`config.mk`:
```
export PLATFORM = sky130hd
export DESIGN_NAME = irrigation_pump_roof_controller_unit
export DESIGN_NICKNAME = d
export VERILOG_FILES = /design/src/design/ipr_pkg.sv /design/src/design/ipr_step.sv /design/src/design/irrigation_pump_roof_controller_unit.sv
export SDC_FILE = /design/constraint.sdc
export NUM_CORES = 1
export LEC_CHECK = 0
export BUFFER_PORTS_ARGS = -buffer_cell sky130_fd_sc_hd__buf_2
export CAP_MARGIN = 15
export CELL_PAD_IN_SITES_DETAIL_PLACEMENT = 0
export CELL_PAD_IN_SITES_GLOBAL_PLACEMENT = 1
export CORE_MARGIN = 3
export CORE_UTILIZATION = 45
export DETAILED_ROUTE_END_ITERATION = 10
export PLACE_DENSITY = 0.89
export SYNTH_ARGS = -nofsm -noshare
export SYNTH_HDL_FRONTEND = slang
export SYNTH_SLANG_ARGS = --single-unit
```
`constraint.sdc`:
```
create_clock -name clock -period 6.2 [get_ports clock]
set_input_delay 1.24 -clock clock [delete_from_list [all_inputs] [get_ports clock]]
set_output_delay 1.24 -clock clock [all_outputs]
set_load 0.005 [all_outputs]
```
`src/design/ipr_pkg.sv`:
```
// ----------------------------------------------------------------------------
// ipr_pkg
// Types and constants of the irrigation pump and roof controller.
// ----------------------------------------------------------------------------
package ipr_pkg;

   localparam logic [6:0]  PCT_MAX   = 7'd100;
   localparam logic [15:0] COUNT_MAX = 16'hFFFF;
   localparam int          CSR_DATA_W = 16;

   typedef enum logic [1:0] {
      ROOF_STOP  = 2'd0,
      ROOF_OPEN  = 2'd1,
      ROOF_CLOSE = 2'd2
   } roof_type;

   typedef enum logic [1:0] {
      DIAG_OK    = 2'd0,
      DIAG_DRY   = 2'd1,
      DIAG_OVER  = 2'd2,
      DIAG_EMPTY = 2'd3
   } diag_type;

   typedef enum logic {
      ACT_TICK    = 1'b0,
      ACT_COMMAND = 1'b1
   } action_type;

   typedef enum logic [2:0] {
      CSR_SOIL_ON    = 3'd0,
      CSR_SOIL_OFF   = 3'd1,
      CSR_TANK_EMPTY = 3'd2,
      CSR_OVERLOAD   = 3'd3,
      CSR_DRY_CUR    = 3'd4,
      CSR_MIN_FLOW   = 3'd5,
      CSR_GRACE      = 3'd6
   } csr_index_type;

   typedef struct packed {
      logic        action;
      logic [6:0]  soil_level;
      logic [6:0]  tank_level;
      logic [14:0] pump_current_ma;
      logic [11:0] flow_tenths;
      logic        raining;
      logic [1:0]  limit_free;
      logic        cmd_mode;
      logic        cmd_pump;
      logic [1:0]  cmd_roof;
      logic [6:0]  cmd_pump_speed;
      logic [6:0]  cmd_roof_speed;
   } req_type;

   typedef struct packed {
      logic       auto_mode;
      logic       pump_on;
      logic [6:0] pump_duty;
      logic [1:0] roof_drive;
      logic [6:0] roof_duty;
      logic [1:0] diagnostic;
      logic       display_refresh;
   } rsp_type;

   typedef struct packed {
      logic [6:0]  soil_on_level;
      logic [6:0]  soil_off_level;
      logic [6:0]  tank_empty_level;
      logic [14:0] overload_ma;
      logic [14:0] dry_current_ma;
      logic [11:0] min_flow_tenths;
      logic [15:0] grace_ticks;
   } cfg_type;

   typedef struct packed {
      logic       mode;
      logic       pump;
      logic [1:0] roof;
      logic [6:0] pump_speed;
      logic [6:0] roof_speed;
   } pend_type;

   typedef struct packed {
      logic        mode;
      logic        pump;
      roof_type    roof;
      logic [6:0]  pump_speed;
      logic [6:0]  roof_speed;
      diag_type    diag;
      logic        pump_was_on;
      logic [15:0] on_count;
      logic        pend_valid;
      pend_type    pend;
   } state_type;

   localparam cfg_type CFG_RESET = '{
      soil_on_level:    7'd30,
      soil_off_level:   7'd80,
      tank_empty_level: 7'd10,
      overload_ma:      15'd2000,
      dry_current_ma:   15'd100,
      min_flow_tenths:  12'd2,
      grace_ticks:      16'd100
   };

   localparam state_type STATE_RESET = '{
      mode:        1'b0,
      pump:        1'b0,
      roof:        ROOF_STOP,
      pump_speed:  7'd100,
      roof_speed:  7'd100,
      diag:        DIAG_OK,
      pump_was_on: 1'b0,
      on_count:    16'd0,
      pend_valid:  1'b0,
      pend:        '0
   };

endpackage

```
`src/design/ipr_step.sv`:
```
// ----------------------------------------------------------------------------
// ipr_step
// Combinational update of the controller state for one item.
// ----------------------------------------------------------------------------
module ipr_step (
   input  ipr_pkg::state_type st_cur,
   input  ipr_pkg::cfg_type   cfg,
   input  ipr_pkg::req_type   item,
   output ipr_pkg::state_type st_next,
   output ipr_pkg::rsp_type   rsp
);

   always_comb begin
      ipr_pkg::state_type st;
      logic               refresh;
      logic               empty;
      logic               pump_before;

      st          = st_cur;
      refresh     = 1'b0;
      empty       = item.tank_level < cfg.tank_empty_level;
      pump_before = 1'b0;

      if (item.action == ipr_pkg::ACT_COMMAND) begin
         st.pend.mode       = item.cmd_mode;
         st.pend.pump       = item.cmd_pump;
         st.pend.roof       = item.cmd_roof;
         st.pend.pump_speed = item.cmd_pump_speed;
         st.pend.roof_speed = item.cmd_roof_speed;
         st.pend_valid      = 1'b1;
      end else begin
         // A pending remote command takes effect first.
         if (st.pend_valid) begin
            st.mode = st.pend.mode;
            st.pump = st.pend.pump & ~empty;
            if (st.pend.roof > ipr_pkg::ROOF_CLOSE) begin
               st.roof = ipr_pkg::ROOF_STOP;
            end else begin
               st.roof = ipr_pkg::roof_type'(st.pend.roof);
            end
            st.pump_speed = (st.pend.pump_speed > ipr_pkg::PCT_MAX) ?
                            ipr_pkg::PCT_MAX : st.pend.pump_speed;
            st.roof_speed = (st.pend.roof_speed > ipr_pkg::PCT_MAX) ?
                            ipr_pkg::PCT_MAX : st.pend.roof_speed;
            st.pend_valid = 1'b0;
            refresh       = 1'b1;
         end

         // Automatic control: soil hysteresis for the pump, rain for the roof.
         if (st.mode) begin
            pump_before = st.pump;
            if (item.soil_level < cfg.soil_on_level) begin
               st.pump = (st.diag == ipr_pkg::DIAG_OK);
            end else if (item.soil_level > cfg.soil_off_level) begin
               st.pump = 1'b0;
               if (st.diag == ipr_pkg::DIAG_DRY || st.diag == ipr_pkg::DIAG_OVER) begin
                  st.diag = ipr_pkg::DIAG_OK;
               end
            end
            if (empty) begin
               st.pump = 1'b0;
            end
            if (pump_before != st.pump) begin
               refresh = 1'b1;
            end

            if (item.raining) begin
               if (st.roof != ipr_pkg::ROOF_CLOSE && item.limit_free[0]) begin
                  st.roof = ipr_pkg::ROOF_CLOSE;
                  refresh = 1'b1;
               end
            end else if (st.roof == ipr_pkg::ROOF_CLOSE) begin
               st.roof = ipr_pkg::ROOF_STOP;
               refresh = 1'b1;
            end else if (st.roof != ipr_pkg::ROOF_OPEN && item.limit_free[1]) begin
               st.roof = ipr_pkg::ROOF_OPEN;
               refresh = 1'b1;
            end
         end

         // Protection, with a grace count after the pump starts.
         if (empty) begin
            if (st.pump) begin
               st.pump = 1'b0;
               refresh = 1'b1;
            end
            st.diag = ipr_pkg::DIAG_EMPTY;
         end else if (st.pump) begin
            if (!st.pump_was_on) begin
               st.on_count = '0;
            end else if (st.on_count != ipr_pkg::COUNT_MAX) begin
               st.on_count = st.on_count + 16'd1;
            end
            if (st.on_count < cfg.grace_ticks) begin
               st.diag = st.diag;
            end else if (item.pump_current_ma > cfg.overload_ma) begin
               st.diag = ipr_pkg::DIAG_OVER;
               st.pump = 1'b0;
               refresh = 1'b1;
            end else if (item.pump_current_ma < cfg.dry_current_ma ||
                         item.flow_tenths < cfg.min_flow_tenths) begin
               st.diag = ipr_pkg::DIAG_DRY;
               st.pump = 1'b0;
               refresh = 1'b1;
            end else begin
               st.diag = ipr_pkg::DIAG_OK;
            end
         end else if (st.diag == ipr_pkg::DIAG_EMPTY) begin
            st.diag = ipr_pkg::DIAG_OK;
         end
         st.pump_was_on = st.pump;
      end

      st_next             = st;
      rsp.auto_mode       = st.mode;
      rsp.pump_on         = st.pump;
      rsp.pump_duty       = st.pump ? st.pump_speed : 7'd0;
      rsp.roof_drive      = st.roof;
      rsp.roof_duty       = (st.roof != ipr_pkg::ROOF_STOP) ? st.roof_speed : 7'd0;
      rsp.diagnostic      = st.diag;
      rsp.display_refresh = refresh;
   end

endmodule

```
`src/design/irrigation_pump_roof_controller_unit.sv`:
```
// ----------------------------------------------------------------------------
// irrigation_pump_roof_controller_unit
// Pump and greenhouse roof controller driven by sensor ticks and commands.
// ----------------------------------------------------------------------------
// The block takes one item per clock cycle while req_stall is low and
// returns exactly one result item for each, in order. An item passes
// through an input register and then a result register, which offers its
// result until the receiver takes it; the controller state is updated in
// the cycle the item moves from the input register to the result register,
// so the item right behind it already sees the new state. A command item
// only stores a remote command, which is applied at the start of the next
// tick item; its result reports the present state with display_refresh
// low. A tick item applies that command, runs automatic control in auto
// mode and then protection (tank empty, overload, dry run). The result
// register lets a new item enter while a finished result waits for the
// receiver. Thresholds are written through the csr_ port, which is always
// ready; writes are meant only while no item is in flight. Indexes beyond
// the last register are ignored.
module irrigation_pump_roof_controller_unit (
   input  logic                                  clock,
   input  logic                                  reset,
   input  logic                                  req_valid,
   output logic                                  req_stall,
   input  ipr_pkg::req_type                      req_data,
   output logic                                  rsp_valid,
   input  logic                                  rsp_stall,
   output ipr_pkg::rsp_type                      rsp_data,
   input  logic                                  csr_valid,
   output logic                                  csr_ready,
   input  logic [2:0]                            csr_index,
   input  logic [ipr_pkg::CSR_DATA_W-1:0]        csr_data
);

   // Input register.
   logic               in_valid_ff, in_valid_in;
   ipr_pkg::req_type   in_data_ff;

   // Result register.
   logic               out_valid_ff, out_valid_in;
   ipr_pkg::rsp_type   out_data_ff;

   // Controller state and thresholds.
   ipr_pkg::state_type state_ff, state_in;
   ipr_pkg::cfg_type   cfg_ff, cfg_in;

   ipr_pkg::rsp_type   step_rsp;
   logic               advance;
   logic               accept;

   // The item in the input register moves on when the result register is
   // free or is being emptied in this cycle.
   assign advance   = in_valid_ff && (!out_valid_ff || !rsp_stall);
   assign req_stall = in_valid_ff && !advance;
   assign accept    = req_valid && !req_stall;

   assign rsp_valid = out_valid_ff;
   assign rsp_data  = out_data_ff;
   assign csr_ready = 1'b1;

   ipr_step u_step (
      .st_cur  (state_ff),
      .cfg     (cfg_ff),
      .item    (in_data_ff),
      .st_next (state_in),
      .rsp     (step_rsp)
   );

   always_comb begin
      in_valid_in = in_valid_ff;
      if (accept) begin
         in_valid_in = 1'b1;
      end else if (advance) begin
         in_valid_in = 1'b0;
      end

      out_valid_in = out_valid_ff;
      if (advance) begin
         out_valid_in = 1'b1;
      end else if (!rsp_stall) begin
         out_valid_in = 1'b0;
      end
   end

   // Register write decode.
   always_comb begin
      cfg_in = cfg_ff;
      if (csr_valid) begin
         unique case (csr_index)
            ipr_pkg::CSR_SOIL_ON:    cfg_in.soil_on_level    = csr_data[6:0];
            ipr_pkg::CSR_SOIL_OFF:   cfg_in.soil_off_level   = csr_data[6:0];
            ipr_pkg::CSR_TANK_EMPTY: cfg_in.tank_empty_level = csr_data[6:0];
            ipr_pkg::CSR_OVERLOAD:   cfg_in.overload_ma      = csr_data[14:0];
            ipr_pkg::CSR_DRY_CUR:    cfg_in.dry_current_ma   = csr_data[14:0];
            ipr_pkg::CSR_MIN_FLOW:   cfg_in.min_flow_tenths  = csr_data[11:0];
            ipr_pkg::CSR_GRACE:      cfg_in.grace_ticks      = csr_data[15:0];
            default:                 cfg_in = cfg_ff;
         endcase
      end
   end

   always_ff @(posedge clock) begin
      if (reset) begin
         in_valid_ff  <= 1'b0;
         out_valid_ff <= 1'b0;
         state_ff     <= ipr_pkg::STATE_RESET;
         cfg_ff       <= ipr_pkg::CFG_RESET;
      end else begin
         in_valid_ff  <= in_valid_in;
         out_valid_ff <= out_valid_in;
         cfg_ff       <= cfg_in;
         if (advance) begin
            state_ff <= state_in;
         end
      end
   end

   // Payload registers carry no reset.
   always_ff @(posedge clock) begin
      if (accept) begin
         in_data_ff <= req_data;
      end
      if (advance) begin
         out_data_ff <= step_rsp;
      end
   end

endmodule

```
==> summary.txt, run 1 <==
Run status
  • Status: finished clean

Detailed routing
  • Initial drt markers: between 400 and 500
  • Routed via count: slightly above 8000
  • Routed Wire Length: around 24 mm
  • Final ANT Viol Nets: 0
  • Total iterations of the first detailed-routing run: 5
  • DR DRC count: 0
  • Vias/cell: approximately 5.2
  • Avg WL per Cell: approximately 15 microns

Floorplan
  • Initial core utilization: 0.460
  • I/O pins: approximately 110
  • Die height: roughly 160 microns
  • Core area: around 23000 sq um
  • Row cnt: 55
  • Die span in x: about 160 microns
  • Die Area: between 20000 and 30000 sq um

Clock tree
  • CTS buffer count: 25
  • CTS root buffer: clkbuf_16
  • CTS sink cnt: around 220
  • CTS tree: yes
  • Max clock buf depth: 3
  • Worst-path clk slew: about 0.060 ns
  • Worst-Skew Late Latency: ~0.51 ns
  • Post-CTS setup buffers: 0
  • Cts repair resizes: 0
  • Htree depth: 1
  • Hold bufs inserted after CTS: 0

Critical path
  • CP endpoint kind: flop
  • Max Fanout on Critical Path: 8
  • Crit path kind: reg2reg
  • Startpoint types: flop
  • Req. time, crit path: 6.56 ns
  • Worst EP arrival: a little over 4 ns

Timing
  • Worst-Margin Slew: just over 0.9 ns
  • Hold Vio Cnt, Final: 0
  • Final setup fails: 0
  • Unrepaired setup endpoints after global routing: no
  • Setup Total Neg Slack: 0 ns
  • Rel. slew slack: 0.379
  • Pins Over Slew Limit: 0
  • Fmax: roughly 0.26 GHz
  • Final Cycle Share: 0.609
  • Clk_skew: ~0.013 ns
  • Post-route minimum period: roughly 3.8 ns

Power and ir drop
  • PD cells: approximately 270 nW/um^2
  • Overall Power: roughly 3300 uW
  • Leak pwr: between 0.004 and 0.005 uW
  • Peak VDD IR: between 0.2 and 0.25 mV

Placed design
  • GPL Wtd Cong: approximately 0.85
  • Detail Placement HPWL: approximately 17 mm
  • Port Buffers: 109

Yosys
  • Ys flop type: dfxtp_1
  • Post-synthesis sequential area ratio: 0.503
  • Synth warnings: 0
  • Mapped Cells: around 1100
  • Synth unique cells: a little over 70
  • Post-synthesis register bit count: about 220
  • Avg Synthesized Cell Area: ~9.3 sq um
  • Post-synth EDFFs: 84
  • Synthesized cell area: around 10000 sq um
  • Async SR Flop Fraction: 0
  • Mapped Nets: around 1300

Finish
  • Share of cells above drive strength 1: 0.142
  • Fill cell count: around 2100
  • Layout area overhead: 15.8%
  • Nets: 1396
  • Antenna Cells: 0

Global routing
  • GRT overflow: 0
  • Largest net degree at the start of global routing: 84
  • Global Route Usage Sum: 0.184
  • Number of global-route vias before repair: between 7000 and 8000
  • Initial antenna violation count: 0
  • Global-route wire length before repair: between 30 and 40 mm

Flow run
  • Max-Cap Viols: 0

Min path
  • Worst hold path class: reg2reg
-- cells in the mapped netlist, types with 4 or more instances --
library cell  number  area, sq um
a211o_1           10         87.6
a211oi_1           6         45.0
a21o_1            11         82.6
a21oi_1          128          641
a311o_1            4         40.0
a31oi_1            4         25.0
and3_1             9         56.3
clkbuf_1          34          128
dfxtp_1          137         2740
edfxtp_1          84         2520
ha_1              75          938
inv_1             86          323
mux2i_1           27          270
nand2_1          236          886
nand3_1           25          125
nand3b_1          18          135
nand4_1           13         81.3
nor2_1            94          353
nor2b_1           13         81.3
nor3_1             4         20.0
nor4_1             5         31.3
o211ai_1           5         37.5
o21ai_0           27          135
xnor2_1            5         43.8
-- through the flow --
| stage | area [sq um] | setup WS, ns | util | cells | hold WS [ns] |
|---|---|---|---|---|---|
| after floorplan | 10500 | 1.44 | - | 1130 | 0.432 |
| after global placement | 11300 | 2.56 | 0.496 | 1520 | 0.442 |
| after detailed placement | 11300 | 2.45 | 0.496 | 1520 | 0.446 |
| after CTS | 12100 | 2.42 | 0.533 | 1565 | 0.454 |
| after global routing | 12100 | 2.15 | 0.533 | 1565 | 0.466 |
| final | 12100 | 2.42 | 0.533 | 1565 | 0.453 |
-- routing by layer --
metal / vias up / GRT usage / wire length (microns)
met2: 221 / 0.309 / 11100
met3: 37 / 0.0253 / 1210
met5: - / 0 / 0
met4: 0 / 0.0397 / 489
met1: 3720 / 0.255 / 10800
li1: 4123 / - / -
-- worst max-delay path, stage by stage, from the launching register on --
cell and delay (ns):
dfxtp_1 0.40, ha_1 0.24, nand4_1 0.16, nor4_4 0.38, nor2_1 0.17, nand3_1 0.13, xnor2_1 0.11, and2_1 0.17
ha_1 0.25, a21o_1 0.16, a221o_1 0.32, a21oi_1 0.16, o211ai_1 0.17, nor2_4 0.16, o21ai_2 0.10, o31a_4 0.36
nor3_2 0.19
-- flip-flops by register name, indices dropped and copies added (netlist names) --
signal / cells
in_data_ff: 63
state_ff: 56
cfg_ff: 79
rsp_data: 21
rsp_valid: 1
in_valid_ff: 1
-- final cells by class --
class / count / area (sq um) / share of cell area
Sequential cell: 221 / 5270 / 0.434
Multi-Input combinational cell: 781 / 4720 / 0.389
Inverter: 89 / 334 / 0.0275
Timing Repair Buffer: 116 / 601 / 0.0495
Clock inverter: 8 / 47.5 / 0.00392
Tap cell: 313 / 392 / 0.0323
Clock buffer: 37 / 774 / 0.0638
-- layout by cell type, fill, tap and decap left out, drive strengths merged, types with 10 or more instances in the layout --
master and n:
clkinv 10, nand4 14, clkbuf 37, buf 116, nor2 95, mux2i 27
nand2 236, ha 75, dfxtp 137, a21oi 130, nor2b 13, o21ai 28
nand3b 18, a21o 13, inv 86, edfxtp 84, a211o 10, nand3 25
-- where the power goes --
part / total (uW) / leakage, uW / internal (uW) / switching, uW
registers: 1590 / 0.00193 / 1560 / 30.3
logic: 237 / 0.00255 / 92.6 / 144
clock network: 1430 / 0.000403 / 864 / 570
total: 3260 / 0.00488 / 2520 / 745
-- logic make-up (layout without fill, tap and decap cells) --
family | after synthesis | after routing | share of synthesized area
AND/OR/NAND/NOR | 442 | 442 | 0.190
AO/OA/AOI/OAI | 228 | 228 | 0.137
flip-flops | 221 | 221 | 0.503
buffers and inverters | 128 | 250 | 0.0481
adder cells (fa/ha/maj) | 75 | 75 | 0.0896
multiplexers | 28 | 28 | 0.0269
XOR/XNOR | 7 | 7 | 0.00585
other | 1 | 1 | 0.000358
-- worst paths after layout --
path,startpoint,end,slack [ns],cells past startpoint
max,state_ff[19],rsp_data[18],2.42,16
min reg2reg,cfg_ff[1],cfg_ff[1],0.45,2
max reg2reg,state_ff[19],rsp_data[18],2.42,16
min,cfg_ff[1],cfg_ff[1],0.45,2
(Power assumes the default switching activity.)
==> run 2, diff against run 1 <==
ABC_AREA = 1   (was default)
CORE_UTILIZATION = 41   (was 45)
PLACE_DENSITY = 0.87   (was 0.89)
clock period = 3.3 ns   (was 6.2 ns; I/O delays follow)
==> summary.txt, run 2 <==
Run status
  • Status: finished clean

Global routing
  • GRT overflow: 0 (unchanged)
  • Global-route wire length before repair: 37.8 mm (+0.86%)
  • GRT busiest layer: met2
  • Met3 GRT Util: 0.0292 (+0.00389)
  • M1 GR Usage: 0.242 (-0.0129)
  • GR Util met2: 0.282 (-0.0274)
  • Global Route Usage Sum: 0.173 (-0.0110)
  • Initial antenna violation count: 0 (unchanged)
  • Largest net degree at the start of global routing: 73 (-13%)
  • Number of global-route vias before repair: 7524 (+0.51%)

Finish
  • Most common cell after layout, fill and taps aside: inv_1
  • Register area: 5270 sq um (about the same)
  • Largest register by flop count: cfg_ff
  • Top Registers: cfg_ff x79, in_data_ff x63, state_ff x56
  • Share of cells above drive strength 1: 0.160 (+0.0177)
  • Fill cell count: 2262 (+7.1%)
  • Layout area overhead: 17.2%
  • Antenna Cells: 0 (unchanged)
  • Nets: 1415 (+1.4%)
  • Area occupied by multi-input gates: 4170 sq um (-12%)
  • Finished Layout Cells: 1594 (+1.9%)
  • Commonest cells after routing, fill and taps aside: inv_1 (167), a21oi_1 (156), dfxtp_1 (136)
  • Max FFs per register: 79 (unchanged)

Timing
  • Clk_skew: 0.0161 ns (+0.00322 ns)
  • Final Worst Setup Slack: 0.144 ns (-2.28 ns)
  • Final Cycle Share: 0.956 (+0.347)
  • Fmax: 0.317 GHz (+20%)
  • Final setup fails: 0 (unchanged)
  • Pins Over Slew Limit: 0 (unchanged)
  • Unrepaired setup endpoints after global routing: yes
  • Post-route minimum period: 3.16 ns (-0.621 ns)
  • Worst-Margin Slew: 0.781 ns (-0.150 ns)
  • Hold Vio Cnt, Final: 0 (unchanged)
  • Rel. slew slack: 0.479 (+0.0998)

Detailed routing
  • DR DRC count: 0 (unchanged)
  • Vias/cell: 5.02 (-3.0%)
  • Routed via count: 8001 (-1.2%)
  • Total iterations of the first detailed-routing run: 6 (+1)
  • Final ANT Viol Nets: 0 (unchanged)
  • Avg WL per Cell: 14.5 microns (-3.4%)
  • Routed Wire Length: 23.1 mm (-1.6%)
  • Initial drt markers: 460 (+5.3%)

Yosys
  • Synth warnings: 0 (unchanged)
  • Avg Synthesized Cell Area: 8.95 sq um (-3.5%)
  • Ys flop type: dfxtp_1
  • Post-synth top area cell: dfxtp_1
  • Most frequent cells after synthesis: inv_1 (170), a21oi_1 (161), dfxtp_1 (137)
  • Synth unique cells: 46 (-35%)
  • Post-Synth Simple-Gate Area: 0.125 (-0.0651)
  • Adder-Cell Fraction of Synth Area: 0.0922 (+0.00264)
  • Largest family of logic cells by synthesized area: compound AO/OA/AOI/OAI gates
  • Yosys top cell area share: 0.270 (+0.00773)
  • Async SR Flop Fraction: 0 (unchanged)
  • Mapped Cells: 1137 (+0.62%)
  • Post-synthesis register bit count: 221 (unchanged)
  • Post-synthesis sequential area ratio: 0.518 (+0.0148)
  • Synth Area in Compound Gates: 0.179 (+0.0420)
  • Post-synth EDFFs: 84 (unchanged)
  • Synth area leaders: dfxtp_1 (27%), edfxtp_1 (25%), ha_1 (9.2%)
  • Post-synthesis mux area share: 0.00394 (-0.0229)
  • Mapped Nets: 1299 (+0.54%)
  • Most common cell in the netlist: inv_1
  • Synthesized cell area: 10200 sq um (-2.9%)
  • Synth Area in XOR/XNOR: 0.00258 (-0.00327)

Placed design
  • GPL Wtd Cong: 0.849 (-0.67%)
  • Placed cells: 1548 (+1.8%)
  • Detail Placement HPWL: 16.7 mm (+0.80%)
  • Port Buffers: 109 (unchanged)
  • Place WS: 0.0533 ns (-2.39 ns)

Critical path
  • Req. time, crit path: 3.65 ns (-2.91 ns)
  • CP endpoint kind: flop
  • Crit path kind: reg2reg
  • Startpoint types: flop
  • Worst EP arrival: 3.50 ns (-0.63 ns)
  • Max Fanout on Critical Path: 8 (unchanged)

Clock tree
  • Hold bufs inserted after CTS: 0 (unchanged)
  • CTS sink cnt: 221 (unchanged)
  • Worst-Skew Late Latency: 0.51 ns (about the same)
  • CTS tree: yes
  • CTS root buffer: clkbuf_16
  • Max clock buf depth: 3 (unchanged)
  • CTS buffer count: 24 (-4.0%)
  • Htree depth: 1 (unchanged)
  • Worst-path clk slew: 0.06 ns (about the same)

Floorplan
  • I/O pins: 111 (unchanged)
  • Die Area: 26700 sq um (+6.4%)
  • Initial core utilization: 0.418 (-0.0415)
  • Die span in x: 164 microns (+3.1%)
  • Core area: 24300 sq um (+6.8%)
  • Row cnt: 57 (+3.6%)
  • Die height: 164 microns (+3.1%)

Flow run
  • Max-Cap Viols: 0 (unchanged)

Power and ir drop
  • Peak VDD IR: 0.304 mV (+27%)
  • PD cells: 508 nW/um^2 (+89%)
  • Leak pwr: 0.00497 uW (+1.7%)

Min path
  • Worst hold path class: in2reg
-- run 2: layout make-up --
type                            count  share of cell area
Sequential cell                   221               0.442
Tap cell                          324              0.0340
Timing Repair Buffer              128              0.0577
Multi-Input combinational cell    706               0.350
Clock buffer                       35              0.0590
Inverter                          172              0.0542
Clock inverter                      8             0.00357
-- run 2: worst max-delay path, stage by stage (launching register included) --
cell,delay (ns)
dfxtp_4,0.36
ha_4,0.16
nand2_2,0.08
nor2_2,0.04
nand2_2,0.06
nor2_1,0.04
nand2_1,0.10
nand4_1,0.19
nor2_2,0.20
nand3_2,0.11
nor2_2,0.14
nand2_1,0.06
nand3_1,0.07
inv_2,0.05
ha_4,0.21
a21oi_2,0.11
nor2_1,0.05
a211oi_1,0.22
o221a_2,0.30
nand2_4,0.07
nand2_4,0.08
nand3_4,0.14
a21oi_1,0.17
-- run 2: power by group --
part / switching, uW / internal [uW] / total, uW
clock: 1040 / 1470 / 2510
combinational: 329 / 195 / 523
sequential: 58.6 / 2960 / 3020
-- run 2: repair_timing --
| item | 4_1_cts | 5_1_grt |
|---|---|---|
| setup endpoints to repair | 0 | 15 |
| gates resized for setup | 0 | 20 |
| setup buffers | 0 | 3 |
-- run 2: path summary, 6_finish.rpt --
kind | from | to | slack (ns) | cells past startpoint
setup reg to reg | state_ff[20] | rsp_data[12] | 0.14 | 22
hold reg to reg | cfg_ff[54] | cfg_ff[54] | 0.46 | 2
hold / removal | req_data[35] | in_data_ff[35] | 0.32 | 1
setup / recovery | state_ff[20] | rsp_data[12] | 0.14 | 22
-- run 2: logic make-up (layout without fill, tap and decap cells) --
group	after synthesis	after routing
buffers and inverters	210	343
flip-flops	221	221
multiplexers	4	4
AO/OA/AOI/OAI	337	337
adder cells (fa/ha/maj)	75	75
other	1	1
AND/OR/NAND/NOR	286	286
XOR/XNOR	3	3
-- run 2: metal layers --
metal,vias to the layer above,wire length (microns)
met5,-,0
met4,0,369
met3,38,1140
met2,159,10800
met1,3678,10900
li1,4126,-
-- run 2: per-stage QoR --
stage / instance area [sq um] / TNS, ns / total power (uW) / hold slack, ns / utilization
5_1_grt: 11900 / -0.254 / 6340 / 0.303 / 0.490
3_5_place_dp: 11100 / 0 / 3600 / 0.449 / 0.456
6_report: 11900 / 0 / 6050 / 0.324 / 0.490
2_1_floorplan: 10200 / 0 / 3400 / 0.424 / -
3_3_place_gp: 11100 / 0 / 3590 / 0.442 / 0.456
4_1_cts: 11800 / 0 / 6110 / 0.306 / 0.486
==> run 3, diff against run 2 <==
CELL_PAD_IN_SITES_DETAIL_PLACEMENT = default   (was 0)
CELL_PAD_IN_SITES_GLOBAL_PLACEMENT = default   (was 1)
CORE_UTILIZATION = 53   (was 41)
PLACE_DENSITY = 0.86   (was 0.87)
SLEW_MARGIN = 20   (was default)
==> summary.txt, run 3 (same netlist as run 2, synthesis figures left out) <==
Finish
  • Layout area overhead: 16.0%
  • Nets: 1408 (-0.49%)
  • Finished Layout Cells: 1498 (-6.0%)
  • Most common cell after layout, fill and taps aside: inv_1
  • Antenna Cells: 0 (unchanged)
  • Largest register by flop count: cfg_ff
  • Share of cells above drive strength 1: 0.151 (-0.00873)
  • Top Registers: cfg_ff x79, in_data_ff x63, state_ff x56
  • Finished Cell Area: 11800 sq um (-1.1%)
  • Commonest cells after routing, fill and taps aside: inv_1 (168), a21oi_1 (159), dfxtp_1 (135)
  • Max FFs per register: 79 (unchanged)

Detailed routing
  • Final ANT Viol Nets: 0 (unchanged)
  • Routed Wire Length: 23.4 mm (+1.2%)
  • Routed via count: 8354 (+4.4%)
  • Vias/cell: 5.58 (+11%)
  • Met3 wire len: 1.50 mm (+31%)
  • DR DRC count: 0 (unchanged)
  • Total iterations of the first detailed-routing run: 7 (+1)
  • Initial drt markers: 756 (+64%)
  • Met2 wire len: 11.1 mm (+3.4%)
  • Metal-1 WL: 9.86 mm (-9.2%)
  • Avg WL per Cell: 15.6 microns (+7.7%)
  • Top sig layer: met4

Clock tree
  • CTS tree: yes
  • CTS buffer count: 24 (unchanged)
  • Htree depth: 1 (unchanged)
  • Max clock buf depth: 3 (unchanged)
  • Worst-Skew Late Latency: 0.52 ns (about the same)
  • Worst-path clk slew: 0.06 ns (about the same)
  • CTS root buffer: clkbuf_16
  • CTS sink cnt: 221 (unchanged)

Global routing
  • GRT overflow: 0 (unchanged)
  • Initial antenna violation count: 0 (unchanged)
  • Largest net degree at the start of global routing: 64 (-12%)
  • Global Route Usage Sum: 0.223 (+0.0492)
  • Number of global-route vias before repair: 8046 (+6.9%)
  • Global-route wire length before repair: 38.1 mm (+0.73%)

Critical path
  • Reg2reg setup slack: 0.20 ns (+0.06 ns)
  • R2r endpoint: rsp_data[0]
  • Worst EP arrival: 3.33 ns (-0.17 ns)
  • Worst Reg-to-Reg Cells: 23 (+4.5%)
  • Most frequent CP cell: nand2_1
  • CP max stage cell: dfxtp_2
  • Worst-path cell chain: ha_4, nand2_1, nor2_1, nand2_2, nor2_1, nand2_2, nand4_1, nor2_2, nand3_2, nor2_2, nand2_1, nand3_1, inv_1, ha_4, a21oi_2, nor2_1, a211oi_2, o221a_2, nand2_4, nand2_4, nand2_1, nand2_1, a21oi_2
  • CP endpoint kind: flop
  • Delay of the slowest cell on the worst path: 0.35 ns (about the same)
  • Max Fanout on Critical Path: 5 (-3)
  • Crit path kind: reg2reg
  • Reg2reg start: state_ff[19]
  • Startpoint types: flop
  • Req. time, crit path: 3.53 ns (-0.12 ns)

Floorplan
  • Initial core utilization: 0.542 (+0.124)
  • Row cnt: 50 (-12%)
  • Die height: 145 microns (-12%)
  • I/O pins: 111 (unchanged)
  • Core area: 18800 sq um (-23%)
  • Die Area: 20900 sq um (-22%)
  • Die span in x: 145 microns (-12%)

Timing
  • Final setup fails: 0 (unchanged)
  • Clk_skew: 0.0201 ns (+0.00403 ns)
  • Post-route minimum period: 3.10 ns (-0.0551 ns)
  • Worst hold margin: 0.318 ns (-0.00567 ns)
  • Worst-Margin Slew: 0.800 ns (+0.0187 ns)
  • Setup Total Neg Slack: 0 ns (unchanged)
  • Hold Vio Cnt, Final: 0 (unchanged)
  • Fmax: 0.322 GHz (+1.8%)
  • Final Cycle Share: 0.940 (-0.0167)
  • Rel. slew slack: 0.467 (-0.0125)
  • Pins Over Slew Limit: 0 (unchanged)

Placed design
  • Post-DP Area: 10900 sq um (-1.4%)
  • GPL Wtd Cong: 0.863 (+1.7%)
  • Placed cells: 1453 (-6.1%)
  • Detail Placement HPWL: 16.2 mm (-2.9%)
  • Port Buffers: 109 (unchanged)

Min path
  • Hold Path Stages: 1 (unchanged)
  • Hold Path End: in_data_ff[28]
  • Hold_sp: req_data[28]
  • Worst hold path class: in2reg

Flow run
  • Max-Cap Viols: 0 (unchanged)

Power and ir drop
  • Peak VDD IR: 0.464 mV (+53%)
  • PD cells: 525 nW/um^2 (+3.4%)
  • Leak pwr: 0.00496 uW (-0.23%)

Run status
  • Status: finished clean
## run 3: critical path: cells and delay by family (launching register included)
kind                       cells  cell delay, ns
and+or+nand+nor               16            1.38
DFF                            1            0.35
adders and majority gates      2            0.40
AOI/OAI and AO/OA              4            0.59
buffers and inverters          1            0.09
## run 3: worst max-delay path by stage
stage,start,end,slack (ns),cells past startpoint
after floorplan,state_ff[19],rsp_data[0],0.31,23
after global placement,state_ff[19],rsp_data[0],0.12,23
after detailed placement,state_ff[19],rsp_data[0],0.004,23
after CTS,state_ff[19],rsp_data[0],0.05,23
after global routing,state_ff[19],rsp_data[0],-0.04,23
final,state_ff[19],rsp_data[0],0.20,23
## run 3: metal layers
| metal | track usage | vias up |
|---|---|---|
| met5 | 0 | - |
| met4 | 0.0913 | 0 |
| met3 | 0.0314 | 94 |
| met2 | 0.365 | 311 |
| met1 | 0.298 | 3832 |
| li1 | - | 4117 |
## run 3: power breakdown
part | internal, uW | switching (uW) | total (uW) | leakage [uW]
logic | 194 | 335 | 529 | 0.00262
clock network | 1590 | 1050 | 2640 | 0.000395
registers | 2960 | 59.4 | 3020 | 0.00194
total | 4750 | 1450 | 6190 | 0.00496
## run 3: what timing repair did
action | in CTS | in global routing
pin swaps | 1 | 4
hold buffers | 0 | 0
endpoints found under the hold margin | 0 | 0
resized for setup | 0 | 14
buffers inserted | 1 | 0
endpoints found under the setup margin | 1 | 15
## run 3: layout make-up
type,instances,area [sq um]
flip-flops and latches,221,5270
fillers,1454,6970
repair buffers,121,636
well taps,234,293
clock buffers,37,721
clock inverters,7,77.6
inverters,172,646
multi-input cells,706,4160
## run 3: metrics by stage
stage	util	power (uW)	worst slack (ns)
4_1_cts	0.625	6230	0.0519
6_report	0.629	6190	0.199
2_1_floorplan	-	3400	0.313
3_5_place_dp	0.582	3590	0.00393
3_3_place_gp	0.582	3570	0.119
5_1_grt	0.629	6430	-0.0366
